### src/rtl/gdcm_pkg.sv
// types and constants shared by the gamepad drive command mapper
`timescale 1ns / 1ps
package gdcm_pkg;

  localparam int SERVO_WIDTH = 16;
  localparam int SPEED_WIDTH = 7;
  localparam int HOLD_WIDTH  = 8;
  localparam int RATE_WIDTH  = 4;
  localparam int CFG_IDX_WIDTH  = 8;
  localparam int CFG_DATA_WIDTH = 16;

  // register indexes
  localparam logic [CFG_IDX_WIDTH-1:0] REG_SPEED_MIN   = 8'd0;
  localparam logic [CFG_IDX_WIDTH-1:0] REG_SPEED_MAX   = 8'd1;
  localparam logic [CFG_IDX_WIDTH-1:0] REG_HOLD_TICKS  = 8'd2;
  localparam logic [CFG_IDX_WIDTH-1:0] REG_RATE_CODE   = 8'd3;
  localparam logic [CFG_IDX_WIDTH-1:0] REG_SERVO_A_MIN = 8'd4;
  localparam logic [CFG_IDX_WIDTH-1:0] REG_SERVO_A_MAX = 8'd5;
  localparam logic [CFG_IDX_WIDTH-1:0] REG_SERVO_B_MIN = 8'd6;
  localparam logic [CFG_IDX_WIDTH-1:0] REG_SERVO_B_MAX = 8'd7;

  // reset values
  localparam logic [SPEED_WIDTH-1:0] SPEED_MIN_RST  = 7'd70;
  localparam logic [SPEED_WIDTH-1:0] SPEED_MAX_RST  = 7'd90;
  localparam logic [HOLD_WIDTH-1:0]  HOLD_TICKS_RST = 8'd2;
  localparam logic [RATE_WIDTH-1:0]  RATE_CODE_RST  = 4'd8;
  localparam logic [SPEED_WIDTH-1:0] SPEED_RST      = 7'd80;
  localparam logic [SERVO_WIDTH-1:0] SERVO_MIN_RST  = '0;
  localparam logic [SERVO_WIDTH-1:0] SERVO_MAX_RST  = '1;

  // direction patterns, bit order {right, left, down, up}
  localparam logic [3:0] DIR_UP         = 4'b0001;
  localparam logic [3:0] DIR_DOWN       = 4'b0010;
  localparam logic [3:0] DIR_LEFT       = 4'b0100;
  localparam logic [3:0] DIR_RIGHT      = 4'b1000;
  localparam logic [3:0] DIR_UP_LEFT    = 4'b0101;
  localparam logic [3:0] DIR_UP_RIGHT   = 4'b1001;
  localparam logic [3:0] DIR_DOWN_LEFT  = 4'b0110;
  localparam logic [3:0] DIR_DOWN_RIGHT = 4'b1010;

  typedef struct packed {
    logic key_up;
    logic key_down;
    logic key_left;
    logic key_right;
    logic key_faster;
    logic key_slower;
    logic key_servo_a_up;
    logic key_servo_a_down;
    logic key_servo_b_up;
    logic key_servo_b_down;
  } in_item_t;

  typedef struct packed {
    logic                   command_valid;
    logic                   left_reverse;
    logic [SPEED_WIDTH-1:0] left_speed;
    logic [RATE_WIDTH-1:0]  left_rate;
    logic                   right_reverse;
    logic [SPEED_WIDTH-1:0] right_speed;
    logic [RATE_WIDTH-1:0]  right_rate;
    logic [SERVO_WIDTH-1:0] servo_a_position;
    logic [SERVO_WIDTH-1:0] servo_b_position;
    logic                   drive_active;
  } out_item_t;

  typedef struct packed {
    logic                   command_valid;
    logic                   left_reverse;
    logic [SPEED_WIDTH-1:0] left_speed;
    logic                   right_reverse;
    logic [SPEED_WIDTH-1:0] right_speed;
    logic [RATE_WIDTH-1:0]  rate;
    logic                   drive_active;
  } wheel_cmd_t;

  typedef struct packed {
    logic [SPEED_WIDTH-1:0] speed_min;
    logic [SPEED_WIDTH-1:0] speed_max;
    logic [HOLD_WIDTH-1:0]  hold_ticks;
    logic [RATE_WIDTH-1:0]  rate_code;
    logic [SERVO_WIDTH-1:0] servo_a_min;
    logic [SERVO_WIDTH-1:0] servo_a_max;
    logic [SERVO_WIDTH-1:0] servo_b_min;
    logic [SERVO_WIDTH-1:0] servo_b_max;
  } cfg_regs_t;

endpackage

### src/rtl/gdcm_speed_ctrl.sv
// hold counter and speed setting driven by the faster and slower keys
`timescale 1ns / 1ps
module gdcm_speed_ctrl (
  input  logic                            clk,
  input  logic                            rst_n,
  input  logic                            en,
  input  logic                            faster,
  input  logic                            slower,
  input  gdcm_pkg::cfg_regs_t             cfg,
  output logic [gdcm_pkg::SPEED_WIDTH-1:0] speed_nxt
);
  import gdcm_pkg::*;

  logic [HOLD_WIDTH-1:0]  hold_r, hold_mid, hold_nxt;
  logic [SPEED_WIDTH-1:0] speed_r, speed_mid;
  logic [SPEED_WIDTH:0]   speed_inc;

  assign speed_inc = {1'b0, speed_r} + 1'b1;

  // faster key first, then slower key on the updated count
  always_comb begin
    hold_mid  = hold_r;
    speed_mid = speed_r;
    if (faster) begin
      if (hold_r > cfg.hold_ticks) begin
        hold_mid = '0;
        if (speed_inc > {1'b0, cfg.speed_max}) begin
          speed_mid = cfg.speed_max;
        end else begin
          speed_mid = speed_inc[SPEED_WIDTH-1:0];
        end
      end else begin
        hold_mid = hold_r + 1'b1;
      end
    end
    hold_nxt  = hold_mid;
    speed_nxt = speed_mid;
    if (slower) begin
      if (hold_mid > cfg.hold_ticks) begin
        hold_nxt = '0;
        if (speed_mid > cfg.speed_min) begin
          speed_nxt = speed_mid - 1'b1;
        end
      end else begin
        hold_nxt = hold_mid + 1'b1;
      end
    end
  end

  always_ff @(posedge clk) begin
    if (!rst_n) begin
      hold_r  <= '0;
      speed_r <= SPEED_RST;
    end else if (en) begin
      hold_r  <= hold_nxt;
      speed_r <= speed_nxt;
    end
  end

endmodule

### src/rtl/gdcm_servo_step.sv
// one servo position, stepped by one per sample within its limits
`timescale 1ns / 1ps
module gdcm_servo_step (
  input  logic                            clk,
  input  logic                            rst_n,
  input  logic                            en,
  input  logic                            step_up,
  input  logic                            step_down,
  input  logic [gdcm_pkg::SERVO_WIDTH-1:0] lo,
  input  logic [gdcm_pkg::SERVO_WIDTH-1:0] hi,
  output logic [gdcm_pkg::SERVO_WIDTH-1:0] value_nxt
);
  import gdcm_pkg::*;

  logic [SERVO_WIDTH-1:0] value_r, value_mid;
  logic [SERVO_WIDTH:0]   value_inc;

  assign value_inc = {1'b0, value_r} + 1'b1;

  always_comb begin
    value_mid = value_r;
    if (step_up) begin
      // saturate at the upper limit, also pulls a value above it down
      if (value_inc > {1'b0, hi}) begin
        value_mid = hi;
      end else begin
        value_mid = value_inc[SERVO_WIDTH-1:0];
      end
    end
    value_nxt = value_mid;
    if (step_down && (value_mid > lo)) begin
      value_nxt = value_mid - 1'b1;
    end
  end

  always_ff @(posedge clk) begin
    if (!rst_n) begin
      value_r <= '0;
    end else if (en) begin
      value_r <= value_nxt;
    end
  end

endmodule

### src/rtl/gdcm_drive_map.sv
// direction keys to wheel command, with one stop command on release
`timescale 1ns / 1ps
module gdcm_drive_map (
  input  logic                            clk,
  input  logic                            rst_n,
  input  logic                            en,
  input  logic [3:0]                      dir,
  input  logic [gdcm_pkg::SPEED_WIDTH-1:0] speed,
  input  logic [gdcm_pkg::RATE_WIDTH-1:0]  rate_code,
  output gdcm_pkg::wheel_cmd_t             cmd
);
  import gdcm_pkg::*;

  logic was_pressed_r, was_pressed_nxt;
  logic any;

  assign any = |dir;

  always_comb begin
    cmd             = '0;
    was_pressed_nxt = was_pressed_r;
    cmd.drive_active = any;
    if (any) begin
      was_pressed_nxt   = 1'b1;
      cmd.command_valid = 1'b1;
      cmd.rate          = rate_code;
      case (dir)
        DIR_UP: begin
          cmd.left_speed  = speed;
          cmd.right_speed = speed;
        end
        DIR_DOWN: begin
          cmd.left_reverse  = 1'b1;
          cmd.left_speed    = speed;
          cmd.right_reverse = 1'b1;
          cmd.right_speed   = speed;
        end
        DIR_LEFT: begin
          cmd.left_reverse = 1'b1;
          cmd.left_speed   = speed;
          cmd.right_speed  = speed;
        end
        DIR_RIGHT: begin
          cmd.left_speed    = speed;
          cmd.right_reverse = 1'b1;
          cmd.right_speed   = speed;
        end
        DIR_UP_LEFT: begin
          cmd.right_speed = speed;
        end
        DIR_UP_RIGHT: begin
          cmd.left_speed = speed;
        end
        DIR_DOWN_LEFT: begin
          cmd.left_reverse  = 1'b1;
          cmd.left_speed    = speed;
          cmd.right_reverse = 1'b1;
        end
        DIR_DOWN_RIGHT: begin
          cmd.left_reverse  = 1'b1;
          cmd.right_reverse = 1'b1;
          cmd.right_speed   = speed;
        end
        // any other pattern is a stop
        default: begin
          cmd.left_speed  = '0;
          cmd.right_speed = '0;
        end
      endcase
    end else if (was_pressed_r) begin
      was_pressed_nxt   = 1'b0;
      cmd.command_valid = 1'b1;
      cmd.rate          = rate_code;
    end
  end

  always_ff @(posedge clk) begin
    if (!rst_n) begin
      was_pressed_r <= 1'b0;
    end else if (en) begin
      was_pressed_r <= was_pressed_nxt;
    end
  end

endmodule

### src/rtl/gamepad_drive_command_mapper.sv
// top level of the gamepad drive command mapper
`timescale 1ns / 1ps
// Takes one gamepad sample per request on the in_ channel and returns one
// result per sample on the out_ channel: a wheel command (valid only when a
// direction key is held or was just released), both servo positions and the
// drive indicator. Speed and servo state advance with every sample.
// The configuration registers are written over the cfg_ channel, which is
// always ready; an index beyond the register list is ignored. Write them
// only while no request is in flight.
// A request lands in the input register, and its result is then computed
// in one pass and loaded into the output register. Throughput is one
// request per cycle while the receiver does not stall; the input register takes
// a new request while a finished result still waits in the output register.
// When the receiver stalls, one result waits at the output and one request
// in the input register, after which in_ready drops.
// Synchronous reset restores the register defaults, speed setting 80, hold
// count zero and both servo positions zero, and empties both registers.
module gamepad_drive_command_mapper (
  input  logic                               clk,
  input  logic                               rst_n,
  input  logic                               in_valid,
  output logic                               in_ready,
  input  gdcm_pkg::in_item_t                 in_data,
  output logic                               out_valid,
  input  logic                               out_ready,
  output gdcm_pkg::out_item_t                out_data,
  input  logic                               cfg_valid,
  output logic                               cfg_ready,
  input  logic [gdcm_pkg::CFG_IDX_WIDTH-1:0]  cfg_index,
  input  logic [gdcm_pkg::CFG_DATA_WIDTH-1:0] cfg_data
);
  import gdcm_pkg::*;

  cfg_regs_t  cfg_r;
  in_item_t   in_item_r;
  logic       in_valid_r;
  out_item_t  out_item_r, out_item_nxt;
  logic       out_valid_r;
  logic       advance;
  logic       in_accept;

  logic [SPEED_WIDTH-1:0] speed_nxt;
  logic [SERVO_WIDTH-1:0] servo_a_nxt, servo_b_nxt;
  wheel_cmd_t             cmd;

  // the work stage moves when the output register is free or being drained
  assign advance   = in_valid_r && (!out_valid_r || out_ready);
  assign in_ready  = !in_valid_r || advance;
  assign in_accept = in_valid && in_ready;
  assign cfg_ready = 1'b1;

  always_ff @(posedge clk) begin
    if (!rst_n) begin
      cfg_r.speed_min   <= SPEED_MIN_RST;
      cfg_r.speed_max   <= SPEED_MAX_RST;
      cfg_r.hold_ticks  <= HOLD_TICKS_RST;
      cfg_r.rate_code   <= RATE_CODE_RST;
      cfg_r.servo_a_min <= SERVO_MIN_RST;
      cfg_r.servo_a_max <= SERVO_MAX_RST;
      cfg_r.servo_b_min <= SERVO_MIN_RST;
      cfg_r.servo_b_max <= SERVO_MAX_RST;
    end else if (cfg_valid) begin
      case (cfg_index)
        REG_SPEED_MIN:   cfg_r.speed_min   <= cfg_data[SPEED_WIDTH-1:0];
        REG_SPEED_MAX:   cfg_r.speed_max   <= cfg_data[SPEED_WIDTH-1:0];
        REG_HOLD_TICKS:  cfg_r.hold_ticks  <= cfg_data[HOLD_WIDTH-1:0];
        REG_RATE_CODE:   cfg_r.rate_code   <= cfg_data[RATE_WIDTH-1:0];
        REG_SERVO_A_MIN: cfg_r.servo_a_min <= cfg_data[SERVO_WIDTH-1:0];
        REG_SERVO_A_MAX: cfg_r.servo_a_max <= cfg_data[SERVO_WIDTH-1:0];
        REG_SERVO_B_MIN: cfg_r.servo_b_min <= cfg_data[SERVO_WIDTH-1:0];
        REG_SERVO_B_MAX: cfg_r.servo_b_max <= cfg_data[SERVO_WIDTH-1:0];
        default: begin
        end
      endcase
    end
  end

  gdcm_speed_ctrl u_speed (
    .clk       (clk),
    .rst_n     (rst_n),
    .en        (advance),
    .faster    (in_item_r.key_faster),
    .slower    (in_item_r.key_slower),
    .cfg       (cfg_r),
    .speed_nxt (speed_nxt)
  );

  gdcm_servo_step u_servo_a (
    .clk       (clk),
    .rst_n     (rst_n),
    .en        (advance),
    .step_up   (in_item_r.key_servo_a_up),
    .step_down (in_item_r.key_servo_a_down),
    .lo        (cfg_r.servo_a_min),
    .hi        (cfg_r.servo_a_max),
    .value_nxt (servo_a_nxt)
  );

  gdcm_servo_step u_servo_b (
    .clk       (clk),
    .rst_n     (rst_n),
    .en        (advance),
    .step_up   (in_item_r.key_servo_b_up),
    .step_down (in_item_r.key_servo_b_down),
    .lo        (cfg_r.servo_b_min),
    .hi        (cfg_r.servo_b_max),
    .value_nxt (servo_b_nxt)
  );

  gdcm_drive_map u_drive (
    .clk       (clk),
    .rst_n     (rst_n),
    .en        (advance),
    .dir       ({in_item_r.key_right, in_item_r.key_left,
                 in_item_r.key_down, in_item_r.key_up}),
    .speed     (speed_nxt),
    .rate_code (cfg_r.rate_code),
    .cmd       (cmd)
  );

  always_comb begin
    out_item_nxt.command_valid    = cmd.command_valid;
    out_item_nxt.left_reverse     = cmd.left_reverse;
    out_item_nxt.left_speed       = cmd.left_speed;
    out_item_nxt.left_rate        = cmd.rate;
    out_item_nxt.right_reverse    = cmd.right_reverse;
    out_item_nxt.right_speed      = cmd.right_speed;
    out_item_nxt.right_rate       = cmd.rate;
    out_item_nxt.servo_a_position = servo_a_nxt;
    out_item_nxt.servo_b_position = servo_b_nxt;
    out_item_nxt.drive_active     = cmd.drive_active;
  end

  always_ff @(posedge clk) begin
    if (!rst_n) begin
      in_valid_r  <= 1'b0;
      out_valid_r <= 1'b0;
    end else begin
      if (in_ready) begin
        in_valid_r <= in_valid;
      end
      if (advance) begin
        out_valid_r <= 1'b1;
      end else if (out_ready) begin
        out_valid_r <= 1'b0;
      end
    end
  end

  always_ff @(posedge clk) begin
    if (in_accept) begin
      in_item_r <= in_data;
    end
    if (advance) begin
      out_item_r <= out_item_nxt;
    end
  end

  assign out_valid = out_valid_r;
  assign out_data  = out_item_r;

endmodule
### config.mk
export PLATFORM = sky130hd
export DESIGN_NAME = gamepad_drive_command_mapper
export DESIGN_NICKNAME = d
export VERILOG_FILES = /design/src/rtl/gdcm_pkg.sv /design/src/rtl/gdcm_speed_ctrl.sv /design/src/rtl/gdcm_servo_step.sv /design/src/rtl/gdcm_drive_map.sv /design/src/rtl/gamepad_drive_command_mapper.sv
export SDC_FILE = /design/constraint.sdc
export NUM_CORES = 1
export LEC_CHECK = 0
export BUFFER_PORTS_ARGS = -buffer_cell sky130_fd_sc_hd__buf_2
export CORE_MARGIN = 2
export CORE_UTILIZATION = 33
export DETAILED_ROUTE_END_ITERATION = 10
export MAX_ROUTING_LAYER = met4
export PLACE_DENSITY = 0.48
export SYNTH_ARGS = -nofsm -noshare
export SYNTH_HDL_FRONTEND = slang
export SYNTH_SLANG_ARGS = --single-unit
### constraint.sdc
create_clock -name clk -period 5.74 [get_ports clk]
set_input_delay 0.574 -clock clk [delete_from_list [all_inputs] [get_ports clk]]
set_output_delay 0.574 -clock clk [all_outputs]
set_load 0.02 [all_outputs]
==> impl_metrics.json, run 1 <==
{
  "routed_wl_mm": 39.5,
  "drtPass1Iterations": 5,
  "dr_wl_met3_mm": 1.30,
  "ir_worst_vdd_v": 0.000211,
  "drtIter0Drc": 708,
  "syn_area_um2": 13200,
  "final_area_um2": 16000,
  "netlist_instances": 1511,
  "synth-edff-count": 64,
  "finalCritPeriodShare_pct": 95.1,
  "max-slew-margin-rel_pct": 23.3,
  "track_usage_pct": 19.4,
  "port_buffers": 98,
  "cts_max_path_buffers": 3,
  "finalClockSkew_ps": 11.6,
  "clk_latency_ps": 540,
  "met1Wirelength_mm": 18.7,
  "cp.required_ps": 6020,
  "numClockSinks": 204,
  "rrSetupSlack_ps": 280,
  "wl_per_cell_um": 17.8,
  "grt_pass1_vias": 10900,
  "die_height_um": 204,
  "yosysSeqAreaShare_pct": 35.8,
  "p_total_uw": 3980,
  "leakagePower_uw": 0.00706,
  "fillerInstances": 4028,
  "cts_max_level": 1,
  "slew_violations": 0,
  "path_clk_slew_ps": 60,
  "initial_utilization_pct": 33.3,
  "final_cell_mix": "nand2_1 (165), dfxtp_1 (133), nor2_1 (121), buf_4 (114), inv_1 (112)",
  "critPathLaunchType": "flip-flop",
  "synth-main-ff-cell": "dfxtp_1",
  "crit_fanout": 5,
  "async_reset_ff_share_pct": 0,
  "synth_seq_cells": 204,
  "tightest_slew_ps": 1150,
  "hp-start": "in_data[6]",
  "synth_area_leaders": "dfxtp_1 (21%), edfxtp_1 (15%), ha_1 (9.3%)",
  "cts_tree": "yes",
  "final_antenna_net_count": 0,
  "yosys.area.top_type": "dfxtp_1",
  "drive_gt1_share_pct": 21.6,
  "drcViolationCount": 0,
  "drv_cap": 0,
  "viasPerCell": 5.17,
  "routed.top_layer": "met4",
  "syn-num-nets": 1648,
  "place_area_um2": 14700,
  "setup_violations": 0,
  "die-area_um2": 41600,
  "cts_buffers": 25,
  "hold_viol": 0,
  "layout_commonest_cell": "nand2_1",
  "fp.dieW_um": 204,
  "criticalPathCategory": "reg -> reg",
  "ioPinCount": 100,
  "final_nets": 1806,
  "wl_met2_mm": 18.4,
  "grt_antenna_before_repair": 1,
  "outcome": "finished clean",
  "cts_hold_buf": 0,
  "endpoint_kind": "flip-flop",
  "synthDistinctLibCells": 103,
  "grt_setup_unrepaired": "yes",
  "min_period_ps": 5460,
  "gp_congestion": 0.891,
  "grt_pass1_wl_mm": 62.1,
  "synth.top_cell.area_share_pct": 21.2,
  "synth.avg_cell_area_um2": 8.74,
  "yosysWarningCount": 0,
  "fmax_mhz": 183,
  "crit_arrival_ps": 5740,
  "syn_to_final_growth_pct": 21.5,
  "overflow": 0,
  "p_per_area_nw_per_um2": 248,
  "timing.rr.start": "u_servo_a.value_r[5]$_SDFFE_PN0P_",
  "grt_max_degree": 67,
  "root_buffer": "clkbuf_16",
  "rows": 73,
  "crit_start": "u_servo_a.value_r[5]$_SDFFE_PN0P_",
  "dp_hpwl_mm": 29.2,
  "hp-class": "in -> reg",
  "fp.coreArea_um2": 39600,
  "dr_total_vias": 11400
}
-- stage by stage --
stage | setup TNS (ps) | setup slack [ps] | util (%) | instances | hold slack [ps]
floorplan | 0 | 27.3 | - | 1511 | 433
global placement | -179 | -70.8 | 37.0 | 2151 | 443
detailed placement | -67.1 | -47.8 | 37.0 | 2151 | 449
CTS | 0 | 16.8 | 39.3 | 2195 | 174
global route | -93.2 | -35.6 | 40.5 | 2212 | 183
finish | 0 | 278 | 40.5 | 2212 | 212
-- power breakdown --
group / switching (uW) / total (uW) / internal, uW
sequential: 34.7 / 1590 / 1550
combinational: 442 / 728 / 286
clock: 638 / 1660 / 1030
-- layout make-up --
class	count	area [um2]	share of cell area [%]
repair buffers	215	1370	8.56
inverters	115	433	2.70
flip-flops and latches	204	4730	29.5
clock buffers	32	692	4.31
multi-input cells	1108	7980	49.8
well taps	525	657	4.09
clock inverters	12	168	1.05
diodes	1	2.50	0.0156
-- final timing paths --
kind | cells after the start | to
hold reg to reg | 2 | cfg_r[60]$_SDFFE_PN0P_
setup reg to reg | 25 | out_data[31]$_DFFE_PP_
setup / recovery | 25 | out_data[31]$_DFFE_PP_
hold / removal | 1 | in_item_r[6]$_DFFE_PP_
-- critical path: stages (launching register included) --
cell and delay [ps]:
dfxtp_2 330, and4_4 270, nand4_4 120, or3_4 380
nor2_4 130, xor2_2 90, ha_1 330, nand4_1 130
or2_4 280, nor3_4 240, buf_4 160, o21bai_4 70
o211a_1 210, or4_4 440, ha_4 290, a21o_1 100
a21o_1 100, a21oi_1 60, o21a_1 190, o21ai_2 150
o21ai_1 100, a31oi_2 190, o31a_1 270, nand2_2 100
or3_4 340, xnor2_1 130
-- Yosys cell counts (all sizes together) (4+ instances only) --
| cell type | number |
|---|---|
| a211o | 6 |
| a211oi | 19 |
| a21o | 14 |
| a21oi | 62 |
| a221oi | 5 |
| a22oi | 7 |
| a2bb2oi | 4 |
| a31oi | 6 |
| and2 | 6 |
| and3 | 13 |
| and4 | 9 |
| buf | 27 |
| clkbuf | 56 |
| dfxtp | 140 |
| edfxtp | 64 |
| ha | 98 |
| inv | 114 |
| mux2i | 47 |
| nand2 | 169 |
| nand2b | 26 |
| nand3 | 52 |
| nand3b | 7 |
| nand4 | 35 |
| nor2 | 127 |
| nor2b | 18 |
| nor3 | 35 |
| nor3b | 4 |
| nor4 | 16 |
| nor4b | 5 |
| o2111ai | 5 |
| o211a | 15 |
| o211ai | 62 |
| o21a | 18 |
| o21ai | 54 |
| o2bb2ai | 5 |
| o311ai | 4 |
| o31ai | 5 |
| or2 | 4 |
| or3 | 14 |
| or4 | 9 |
| xnor2 | 48 |
| xor2 | 30 |
-- logic make-up (layout without fill, tap and decap cells) --
logic type                 after synthesis  in the layout  share of synthesized area [%]
AOI/OAI and AO/OA                      325            325                           17.6
DFF                                    204            204                           35.8
and+or+nand+nor                        558            558                           21.7
adders and majority gates               98             98                           9.29
muxes                                   48             48                           3.65
buffers and inverters                  199            374                           6.76
xor gates and xnor gates                78             78                           5.17
other                                    1              2                         0.0284
-- flip-flops by register name, indices dropped and copies added (netlist names) --
register,cells
cfg_r,90
u_speed.hold_r,8
u_servo_b.value_r,16
out_valid,1
in_item_r,10
out_data,54
u_drive.was_pressed_r,1
u_servo_a.value_r,16
u_speed.speed_r,7
in_valid_r,1
-- per-layer routing --
metal / track usage [%] / up-vias
met4: 6.26 / 0
met3: 2.12 / 55
met2: 31.3 / 206
met1: 25.6 / 5401
li1: - / 5763
met5: - / -
-- repair_timing --
item | CTS | global route
pin swaps | 0 | 24
cloned | 0 | 1
resized for setup | 5 | 68
setup buffers | 0 | 15
setup endpoints to repair | 9 | 65
No activity file was read; power rests on OpenSTA's default activity.
==> run 2: changes to the inputs <==
Settings changed: BUFFER_PORTS_ARGS -buffer_cell sky130_fd_sc_hd__buf_2 to not set, DONT_BUFFER_PORTS set to 1, PLACE_DENSITY 0.48 to 0.45.
==> impl_metrics.json, run 2 (synthesis gave the netlist of run 1 again) <==
{
  "grt_pass1_wl_mm": 63.5,
  "drcViolationCount": 0,
  "hold_viol": 0,
  "drtIter0Drc": 642,
  "dr_total_vias": 11200,
  "numClockSinks": 204,
  "rows": 73,
  "largest_reg_flops": 90,
  "layout_commonest_cell": "nand2_1",
  "drtPass1Iterations": 5,
  "path_clk_slew_ps": 60,
  "root_buffer": "clkbuf_16",
  "grt_pass1_vias": 11000,
  "top_register": "cfg_r",
  "critPathLaunchType": "flip-flop",
  "final_nets": 1735,
  "syn_to_final_growth_pct": 19.7,
  "dp_hpwl_mm": 29.8,
  "cts_max_path_buffers": 3,
  "die-area_um2": 41600,
  "die_height_um": 204,
  "dp.cells": 2086,
  "leakagePower_uw": 0.00685,
  "drive_gt1_share_pct": 18.5,
  "gp_congestion": 0.874,
  "utilization_pct": 39.9,
  "viasPerCell": 5.23,
  "wl_per_cell_um": 18.9,
  "endpoint_kind": "flip-flop",
  "ir_worst_vdd_v": 0.000197,
  "cts_buffers": 27,
  "grt_antenna_before_repair": 1,
  "p_per_area_nw_per_um2": 258,
  "criticalPathCategory": "reg -> reg",
  "tightest_slew_ps": 1210,
  "crit_arrival_ps": 6000,
  "critPathSlowestCell": "or3_4",
  "routed_wl_mm": 40.5,
  "track_usage_pct": 19.9,
  "cts_max_level": 1,
  "worstPathCellList": "and4_4 > nand4_4 > or3_4 > nor2_4 > xor2_1 > ha_1 > nand4_1 > or2_4 > nor3_4 > buf_4 > o21ai_2 > buf_4 > mux2i_1 > o21ai_0 > ha_1 > nand4_1 > nor2_1 > and4_1 > inv_1 > o311a_1 > nand2_2 > o41a_1 > or3_1 > a21oi_2",
  "fmax_mhz": 181,
  "ioPinCount": 100,
  "initial_utilization_pct": 33.3,
  "port_buffers": 0,
  "fillerInstances": 4046,
  "final_antenna_net_count": 0,
  "cp.required_ps": 6230,
  "max-slew-margin-rel_pct": 18.8,
  "min_period_ps": 5510,
  "hp-class": "in -> reg",
  "cts_hold_buf": 0,
  "finalClockSkew_ps": 11.7,
  "slew_violations": 0,
  "clk_latency_ps": 570,
  "slowest_delay_ps": 420,
  "fin_cells": 2145,
  "overflow": 0,
  "final_cell_mix": "nand2_1 (163), buf_4 (142), dfxtp_1 (129), nor2_1 (120), inv_1 (111)",
  "finalCritPeriodShare_pct": 96.1,
  "setup_violations": 0,
  "fp.dieW_um": 204,
  "grt_max_degree": 77,
  "cts_tree": "yes",
  "crit_fanout": 9,
  "drv_cap": 0,
  "outcome": "finished clean",
  "fp.coreArea_um2": 39600
}
-- run 2: cell types whose count changed in the layout (fill, tap and decap cells not counted), sizes merged --
cell / before / now
buf: 215 / 142
bufinv: 4 / 5
inv: 115 / 117
clkbuf: 32 / 35
-- run 2: area by class of cell --
class                           instances  area, um2  share of cell area [%]
Tap cell                              525        657                    4.16
Clock buffer                           35        737                    4.66
Clock inverter                         15        225                    1.42
Inverter                              115        433                    2.74
Timing Repair Buffer                  142       1070                    6.74
Multi-Input combinational cell       1108       7950                    50.3
Antenna cell                            1       2.50                  0.0158
Sequential cell                       204       4740                    30.0
-- run 2: routing by layer --
metal	vias to the layer above	global-route usage (%)	wire, um
met3	51	2.33	1360
met1	5391	25.8	19000
met4	0	4.53	765
li1	5612	-	-
met5	-	-	0
met2	174	33.4	19300
-- run 2: worst max-delay path: cells and delay by family (launching register included) --
kind            cells  cell delay (ps)
compound gates      5             1230
xor+xnor            1               90
fa+ha+maj           2              690
buf+inv             3              510
flops               1              320
mux                 1              120
simple gates       12             2460
-- run 2: repair_timing --
item                       CTS  global route
gates resized for setup      2            75
cloned                       0             0
buffers inserted             0             8
setup endpoints to repair    4            70
pin swaps                    0            24
-- run 2: final timing paths --
| check | startpoint | endpoint | slack, ps | cells after the start |
|---|---|---|---|---|
| worst min-delay path | in_data[3] | in_item_r[3]$_DFFE_PP_ | 100 | 0 |
| worst max-delay path | u_servo_a.value_r[5]$_SDFFE_PN0P_ | u_servo_a.value_r[15]$_SDFFE_PN0P_ | 230 | 24 |
| worst max register to register | u_servo_a.value_r[5]$_SDFFE_PN0P_ | u_servo_a.value_r[15]$_SDFFE_PN0P_ | 230 | 24 |
| worst min register to register | cfg_r[56]$_SDFFE_PN0P_ | cfg_r[56]$_SDFFE_PN0P_ | 450 | 2 |
-- run 2: metrics by stage --
stage	area, um2	setup slack (ps)	TNS, ps	hold WS (ps)	total power, uW
after floorplan	13200	27.3	0	433	2040
after global placement	14400	11.9	0	444	2240
after detailed placement	14400	-1.75	-1.75	448	2240
after CTS	15400	29.9	0	65.2	4110
after global routing	15800	-54.9	-170	70.6	4260
final	15800	227	0	101	4080
-- run 2: power by group --
group	leakage [uW]	total (uW)	internal, uW	switching, uW
Clock	0.000464	1830	1140	695
Sequential	0.00174	1630	1550	71.5
Combinational	0.00464	626	262	364
